`src/rtl/hns_pkg.sv`:
```
`timescale 1ns / 1ps
// ----------------------------------------------------------------------------
// hns_pkg
// Shared types and constants of the heightfield normal stencil.
// ----------------------------------------------------------------------------
package hns_pkg;

    // configuration port
    localparam int CFG_IDX_W  = 3;
    localparam int CFG_DATA_W = 16;

    localparam logic [CFG_IDX_W-1:0] REG_GRID_WIDTH  = 3'd0;
    localparam logic [CFG_IDX_W-1:0] REG_GRID_HEIGHT = 3'd1;
    localparam logic [CFG_IDX_W-1:0] REG_HEIGHT_GAIN = 3'd2;
    localparam logic [CFG_IDX_W-1:0] REG_SPACING_X   = 3'd3;
    localparam logic [CFG_IDX_W-1:0] REG_SPACING_Z   = 3'd4;

    // register reset values
    localparam logic [8:0]  RST_GRID_WIDTH  = 9'd16;
    localparam logic [8:0]  RST_GRID_HEIGHT = 9'd16;
    localparam logic [15:0] RST_HEIGHT_GAIN = 16'd256;
    localparam logic [15:0] RST_SPACING_X   = 16'd3200;
    localparam logic [15:0] RST_SPACING_Z   = 16'd3200;

    localparam int MAX_WIDTH_DEF = 256;
    localparam int MAX_HEIGHT    = 256;

    // 1.0 in Q1.14
    localparam logic [14:0] ONE_Q14 = 15'd16384;

    // one unit normal
    typedef struct packed {
        logic signed [15:0] nx;
        logic        [14:0] ny;
        logic signed [15:0] nz;
    } normal_t;

endpackage

```
`src/rtl/hns_normal_unit.sv`:
```
`timescale 1ns / 1ps
// ----------------------------------------------------------------------------
// hns_normal_unit
// Sequenced normal calculation around one shared 32x32 multiplier, a
// bit-pair square root step and a restoring divide step.
// ----------------------------------------------------------------------------
module hns_normal_unit (
    input  logic                 clk,
    input  logic                 rst_n,
    input  logic                 start,
    input  logic signed [32:0]   dhx,
    input  logic signed [32:0]   dhz,
    input  logic [15:0]          spacing_x,
    input  logic [15:0]          spacing_z,
    output logic                 done,
    output hns_pkg::normal_t     result
);

    localparam logic [3:0] N_IDLE  = 4'd0;
    localparam logic [3:0] N_MX    = 4'd1;
    localparam logic [3:0] N_MY    = 4'd2;
    localparam logic [3:0] N_MZ    = 4'd3;
    localparam logic [3:0] N_CHK   = 4'd4;
    localparam logic [3:0] N_NORM  = 4'd5;
    localparam logic [3:0] N_SQX   = 4'd6;
    localparam logic [3:0] N_SQY   = 4'd7;
    localparam logic [3:0] N_SQZ   = 4'd8;
    localparam logic [3:0] N_SQRT  = 4'd9;
    localparam logic [3:0] N_DLOAD = 4'd10;
    localparam logic [3:0] N_DIV   = 4'd11;
    localparam logic [3:0] N_DONE  = 4'd12;

    logic [3:0]  state_reg;
    logic [31:0] adx_reg, adz_reg;
    logic        negx_reg, negz_reg;
    logic [48:0] mx_reg, my_reg, mz_reg;
    logic [63:0] acc_reg;
    logic [63:0] v_reg, res_reg;
    logic [4:0]  k_reg;
    logic [31:0] len_reg;
    logic [31:0] rem_reg;
    logic [14:0] lo_reg;
    logic [14:0] q_reg;
    logic [3:0]  cnt_reg;
    logic [1:0]  comp_reg;
    logic [14:0] qx_reg, qy_reg, qz_reg;

    // shared multiplier
    logic [31:0] mul_a, mul_b;
    logic [63:0] prod;

    always_comb
    begin
        mul_a = '0;
        mul_b = '0;
        unique case (state_reg)
            N_MX:    begin mul_a = adx_reg;           mul_b = {16'd0, spacing_z}; end
            N_MY:    begin mul_a = {16'd0, spacing_x}; mul_b = {16'd0, spacing_z}; end
            N_MZ:    begin mul_a = adz_reg;           mul_b = {16'd0, spacing_x}; end
            N_SQX:   begin mul_a = mx_reg[31:0];      mul_b = mx_reg[31:0]; end
            N_SQY:   begin mul_a = my_reg[31:0];      mul_b = my_reg[31:0]; end
            N_SQZ:   begin mul_a = mz_reg[31:0];      mul_b = mz_reg[31:0]; end
            default: begin mul_a = '0;                mul_b = '0; end
        endcase
    end

    assign prod = 64'(mul_a) * 64'(mul_b);

    // magnitudes of the differences
    logic [32:0] dhx_neg, dhz_neg;
    assign dhx_neg = 33'(-dhx);
    assign dhz_neg = 33'(-dhz);

    // any component at or above 2^30 still needs a shift
    logic too_big;
    assign too_big = (|mx_reg[48:30]) | (|my_reg[48:30]) | (|mz_reg[48:30]);

    // square root step
    logic [63:0] sq_bit, sq_try, res_next, v_next;
    always_comb
    begin
        sq_bit = 64'd1 << {k_reg, 1'b0};
        sq_try = res_reg + sq_bit;
        if (v_reg >= sq_try)
        begin
            v_next   = v_reg - sq_try;
            res_next = (res_reg >> 1) + sq_bit;
        end
        else
        begin
            v_next   = v_reg;
            res_next = res_reg >> 1;
        end
    end

    // divide setup: numerator m*16384 + len/2
    logic [48:0] m_sel;
    logic [44:0] nume;
    always_comb
    begin
        unique case (comp_reg)
            2'd0:    m_sel = mx_reg;
            2'd1:    m_sel = my_reg;
            default: m_sel = mz_reg;
        endcase
        nume = {m_sel[29:0], 15'd0} >> 1;
        nume = nume + 45'(len_reg >> 1);
    end

    // divide step
    logic [32:0] div_try;
    logic        div_ge;
    logic [14:0] q_next, q_sat;
    always_comb
    begin
        div_try = {rem_reg, lo_reg[14]};
        div_ge  = div_try >= {1'b0, len_reg};
        q_next  = {q_reg[13:0], div_ge};
        q_sat   = (q_next > hns_pkg::ONE_Q14) ? hns_pkg::ONE_Q14 : q_next;
    end

    always_ff @(posedge clk or negedge rst_n)
    begin
        if (!rst_n)
        begin
            state_reg <= N_IDLE;
        end
        else
        begin
            unique case (state_reg)
                N_IDLE:
                begin
                    if (start)
                    begin
                        adx_reg   <= dhx[32] ? dhx_neg[31:0] : dhx[31:0];
                        adz_reg   <= dhz[32] ? dhz_neg[31:0] : dhz[31:0];
                        negx_reg  <= dhx[32];
                        negz_reg  <= dhz[32];
                        state_reg <= N_MX;
                    end
                end
                N_MX:
                begin
                    mx_reg    <= {prod[47:0], 1'b0};
                    state_reg <= N_MY;
                end
                N_MY:
                begin
                    my_reg    <= {7'd0, prod[31:0], 10'd0};
                    state_reg <= N_MZ;
                end
                N_MZ:
                begin
                    mz_reg    <= {prod[47:0], 1'b0};
                    state_reg <= N_CHK;
                end
                N_CHK:
                begin
                    // zero vector: straight up
                    if (mx_reg == '0 && my_reg == '0 && mz_reg == '0)
                    begin
                        qx_reg    <= '0;
                        qy_reg    <= hns_pkg::ONE_Q14;
                        qz_reg    <= '0;
                        state_reg <= N_DONE;
                    end
                    else
                    begin
                        state_reg <= N_NORM;
                    end
                end
                N_NORM:
                begin
                    if (too_big)
                    begin
                        mx_reg <= mx_reg >> 1;
                        my_reg <= my_reg >> 1;
                        mz_reg <= mz_reg >> 1;
                    end
                    else
                    begin
                        state_reg <= N_SQX;
                    end
                end
                N_SQX:
                begin
                    acc_reg   <= prod;
                    state_reg <= N_SQY;
                end
                N_SQY:
                begin
                    acc_reg   <= acc_reg + prod;
                    state_reg <= N_SQZ;
                end
                N_SQZ:
                begin
                    v_reg     <= acc_reg + prod;
                    res_reg   <= '0;
                    k_reg     <= 5'd31;
                    state_reg <= N_SQRT;
                end
                N_SQRT:
                begin
                    v_reg   <= v_next;
                    res_reg <= res_next;
                    k_reg   <= k_reg - 5'd1;
                    if (k_reg == '0)
                    begin
                        len_reg   <= res_next[31:0];
                        comp_reg  <= 2'd0;
                        state_reg <= N_DLOAD;
                    end
                end
                N_DLOAD:
                begin
                    rem_reg   <= 32'(nume[44:15]);
                    lo_reg    <= nume[14:0];
                    q_reg     <= '0;
                    cnt_reg   <= 4'd14;
                    state_reg <= N_DIV;
                end
                N_DIV:
                begin
                    rem_reg <= div_ge ? 32'(div_try - {1'b0, len_reg}) : div_try[31:0];
                    lo_reg  <= {lo_reg[13:0], 1'b0};
                    q_reg   <= q_next;
                    cnt_reg <= cnt_reg - 4'd1;
                    if (cnt_reg == '0)
                    begin
                        unique case (comp_reg)
                            2'd0:    qx_reg <= q_sat;
                            2'd1:    qy_reg <= q_sat;
                            default: qz_reg <= q_sat;
                        endcase
                        if (comp_reg == 2'd2)
                        begin
                            state_reg <= N_DONE;
                        end
                        else
                        begin
                            comp_reg  <= comp_reg + 2'd1;
                            state_reg <= N_DLOAD;
                        end
                    end
                end
                N_DONE:
                begin
                    state_reg <= N_IDLE;
                end
                default:
                begin
                    state_reg <= N_IDLE;
                end
            endcase
        end
    end

    // signed result
    assign done      = (state_reg == N_DONE);
    assign result.nx = negx_reg ? -$signed({1'b0, qx_reg}) : $signed({1'b0, qx_reg});
    assign result.ny = qy_reg;
    assign result.nz = negz_reg ? -$signed({1'b0, qz_reg}) : $signed({1'b0, qz_reg});

    a_done_pulse: assert property (@(posedge clk) disable iff (!rst_n)
        done |=> !done)
        else $error("normal unit done held longer than one cycle");

    a_ny_range: assert property (@(posedge clk) disable iff (!rst_n)
        done |-> (qy_reg <= hns_pkg::ONE_Q14))
        else $error("normal y component above one");

    a_start_idle: assert property (@(posedge clk) disable iff (!rst_n)
        $rose(done) |-> $past(state_reg) == N_CHK || $past(state_reg) == N_DIV)
        else $error("normal unit finished from an unexpected step");

endmodule

```
`config.mk`:
```
export PLATFORM = sky130hd
export DESIGN_NAME = hns_normal_unit
export DESIGN_NICKNAME = d
export VERILOG_FILES = /design/src/rtl/hns_pkg.sv /design/src/rtl/hns_normal_unit.sv
export SDC_FILE = /design/constraint.sdc
export NUM_CORES = 2
export LEC_CHECK = 0
export BUFFER_PORTS_ARGS = -buffer_cell sky130_fd_sc_hd__buf_2
export CAP_MARGIN = 20
export CORE_AREA = 4 4 495 252
export DETAILED_ROUTE_END_ITERATION = 10
export DIE_AREA = 0 0 499 256
export GPL_TIMING_DRIVEN = 1
export PLACE_DENSITY_LB_ADDON = 0.05
export SLEW_MARGIN = 10
export SYNTH_ARGS = -nofsm -noshare
export SYNTH_HDL_FRONTEND = slang
export SYNTH_SLANG_ARGS = --single-unit
```
`constraint.sdc`:
```
create_clock -name clk -period 16.75 [get_ports clk]
set_clock_uncertainty 0.15 [all_clocks]
set_input_delay 3.35 -clock clk [delete_from_list [all_inputs] [get_ports clk]]
set_output_delay 3.35 -clock clk [all_outputs]
set_load 0.02 [all_outputs]
```
==> summary.txt <==
====================================================================================
Share of post-route cells with drive strength above 1                          5.82%
Insertion delay of the later-clocked pin in the worst-skew pair              0.71 ns
Hold Fails Final Rpt                                                               0
Required time of the critical path                                          17.01 ns
Most instantiated flip-flop cell in the synthesis netlist                   edfxtp_1
Total of buffers placed on input and output ports                                148
Total leakage power                                                          34.8 nW
Via count normalized by instance count                                          6.06
Proportion of synthesized flip-flops having asynchronous set or reset         0.726%
Worst-case reg-to-reg path depth                                                  40
Net count after synthesis                                                      9,620
Most common cell on crit path                                                   fa_1
Switching power                                                             0.687 mW
Synth Instances                                                                8,098
Clock tree sinks                                                                 551
Overflow left after global routing                                                 0
Total power consumption of the routed design                                 3.01 mW
Min-Delay Endpoint                                                      lo_reg[14]$_DFFE_PP_
Width of the chip                                                             499 um
Final Wtd Congestion                                                            1.02
Floorplan core area                                                      120,000 um2
Clock slew at reported path FFs                                              0.07 ns
Sequential power share                                                         51.5%
Clock share of power                                                           45.3%
Worst reg2reg endpoint                                                  acc_reg[63]$_DFFE_PP_
Antenna violations before repair                                                  15
Largest fanout on the critical path                                               15
Internal power summed over all cells                                         2.32 mW
Hold buffers post-CTS                                                              0
Rel. slew slack                                                                15.2%
WP data arrival                                                             14.81 ns
Total of fill cells in the finished design                                     10.5k
Total standard cell area after synthesis                                  72,000 um2
Number of max-capacitance violations reported                                      0
Setup Viol. Count Final                                                            0
Post-cts resize count                                                              0
Proportion of power drawn by combinational gates                                3.2%
Commonest non-fill, non-tap cell in the layout                               nand2_1
Buffers from clock root to sink, at most                                           3
Syn avg cell area                                                           8.89 um2
Height of the chip                                                            256 um
Number of enable flip-flop cells after synthesis                                 547
Layout-stage area growth over the synthesis result                             6.50%
Final net count                                                                9,583
Start point of the worst hold path                                      lo_reg[13]$_DFFE_PP_
Origin of the critical flop-to-flop path                                state_reg[2]$_DFFE_PN0P_
Buffer and inverter count on the worst path                                        4
Estimated wirelength of the detail-placed design                              184 mm
Count of vias placed by the detailed router                                    59.0k
Final Core Density                                                             63.8%
Pin count of the biggest net entering global routing                             168
Setup Crit Path Kind                                                    input pin to flop
Sequential area share after synthesis                                          23.0%
Antenna Violating Nets Remaining                                                   0
Number of rows in the core area                                                   90
First-pass DRT Iterations                                                          9
Total routed wirelength                                                       232 mm
Critical-path top delay cell                                                  and4_1
Global-route wire length before repair                                        353 mm
Unrepaired setup endpoints after global routing                                   no
Highest clock frequency the design can meet                               0.0687 GHz
Post-CTS setup buffers                                                             0
Routed wire per std cell                                                     23.8 um
Unique cell type count in the Yosys netlist                                       80
Via count of the first global-routing pass                                     57.2k
Initial DRC count                                                              7,041
Worst IR Drop VDD                                                          0.0834 mV
Max-slew violation total from the final report                                     0
Status                                                                  finished clean
Post-synthesis register bit count                                                551
Most frequent cells in the layout                                       nand2_1, inv_1, fa_1, nor2_1, edfxtp_1
H-tree levels                                                                      2
Crit. End Element                                                               flop
Clock buffer count from CTS                                                       58
CTS root buf                                                               clkbuf_16
Critical path's largest stage delay                                          1.00 ns
Share of the clock period used by the worst path after layout                  86.9%
Final Critical Period                                                       14.56 ns
Global-route usage over all layers                                             36.2%
Starting utilization of the core area                                          59.9%
Count of warnings emitted by yosys                                                 0
Register-to-register setup slack                                             2.22 ns
Top cell family by delay on the critical path                            adder cells
Number of primary I/O pins                                                       149
Switch share                                                                   22.9%
Setup_tns                                                                       0 ns
Worst Hold Path Cells                                                              2
DRC errors left                                                                    0
Clock tree from TritonCTS                                                       done
Actual transition at the worst max-transition pin                            1.27 ns
Floorplan die area                                                       128,000 um2
Worst Hold Class                                                        flop to flop
Power per cell area                                                      39.2 nW/um2
Critical Path Start Type                                                   input pin
====================================================================================
[worst register-to-register path, delay by kind of cell (launching register included)]
kind	cells	cell delay, ns
AO/OA/AOI/OAI	12	3.25
XOR/XNOR	2	0.51
adder cells (fa/ha/maj)	10	5.09
buffers and inverters	4	0.57
flip-flops	1	0.46
AND/OR/NAND/NOR	12	4.18
[worst max-delay path by stage]
| stage | end | cells past startpoint | startpoint |
|---|---|---|---|
| global placement | acc_reg[63]$_DFFE_PP_ | 38 | spacing_x[14] |
| finish | v_reg[63]$_DFFE_PP_ | 37 | spacing_x[10] |
| global route | v_reg[63]$_DFFE_PP_ | 39 | spacing_x[10] |
| CTS | v_reg[63]$_DFFE_PP_ | 37 | spacing_x[10] |
| detailed placement | v_reg[63]$_DFFE_PP_ | 37 | spacing_x[10] |
| floorplan | v_reg[0]$_DFFE_PP_ | 3 | rst_n |
[metal layers]
layer  vias up  global-route usage, %  routed length [um]
li1      26746                      -                   -
met1     28834                   54.5              102000
met2      2975                   51.1               93900
met3       441                   9.27               27600
met4         4                   11.3                8570
met5         -                      0                  27
[synthesized netlist by cell type (15+ instances only)]
master | number | share of area, %
edfxtp_1 | 547 | 23
nor2b_1 | 45 | 0.39
a21o_1 | 180 | 1.9
or2_2 | 19 | 0.17
a221oi_1 | 33 | 0.40
mux2i_1 | 17 | 0.24
and4_1 | 22 | 0.27
and3_1 | 28 | 0.24
nor2_1 | 863 | 4.5
a22oi_1 | 51 | 0.53
o31ai_1 | 50 | 0.52
or4_1 | 24 | 0.25
fa_1 | 900 | 25
a211oi_1 | 40 | 0.42
clkbuf_1 | 341 | 1.8
a21oi_1 | 341 | 2.4
nand3_1 | 73 | 0.51
a221o_1 | 19 | 0.26
xnor2_1 | 262 | 3.2
nor3_1 | 67 | 0.47
a21boi_0 | 20 | 0.21
o21bai_1 | 61 | 0.64
nor4_1 | 49 | 0.43
nand4_1 | 105 | 0.91
inv_1 | 1113 | 5.8
a222oi_1 | 16 | 0.22
o21ai_0 | 343 | 2.4
o211ai_1 | 21 | 0.22
a31oi_1 | 94 | 0.82
nand2b_1 | 61 | 0.53
ha_1 | 521 | 9.1
and2_1 | 119 | 1.0
nand2_1 | 1186 | 6.2
o21a_1 | 37 | 0.39
buf_1 | 34 | 0.18
or3_1 | 41 | 0.36
a31o_2 | 15 | 0.18
xor2_1 | 179 | 2.2
[metrics by stage]
stage	setup slack [ns]	hold slack, ns	instances	area [um2]
2_1_floorplan	2.97	0.334	8098	72000
3_3_place_gp	1.96	0.339	9607	74600
3_5_place_dp	1.82	0.361	9608	74600
4_1_cts	2.48	0.361	9716	76600
5_1_grt	1.71	0.395	9728	76600
6_report	2.19	0.358	9729	76600
[cell families after synthesis]
group           share of synthesized area [%]
flops                                    23.0
simple gates                             16.6
xor+xnor                                 5.37
mux                                     0.393
compound gates                           12.8
fa+ha+maj                                34.1
buf+inv                                  7.81
[cell type report]
class                           instances  area, um2  area share, %
Inverter                             1117       4190           5.47
Clock buffer                           65       1480           1.93
Multi-Input combinational cell       6052      50100           65.4
Antenna cell                           10       25.0         0.0326
Timing Repair Buffer                  281       1800           2.34
Clock inverter                         43        505          0.660
Tap cell                             1610       2010           2.63
Sequential cell                       551      16500           21.6
[power groups by stage]
stage,Clock [mW],Combinational (mW),Sequential (mW)
floorplan,0,0.0538,1.57
global placement,0,0.0933,1.58
detailed placement,0,0.0949,1.58
CTS,1.38,0.0954,1.55
global route,1.44,0.106,1.55
finish,1.36,0.0973,1.55
(Power assumes the default switching activity.)
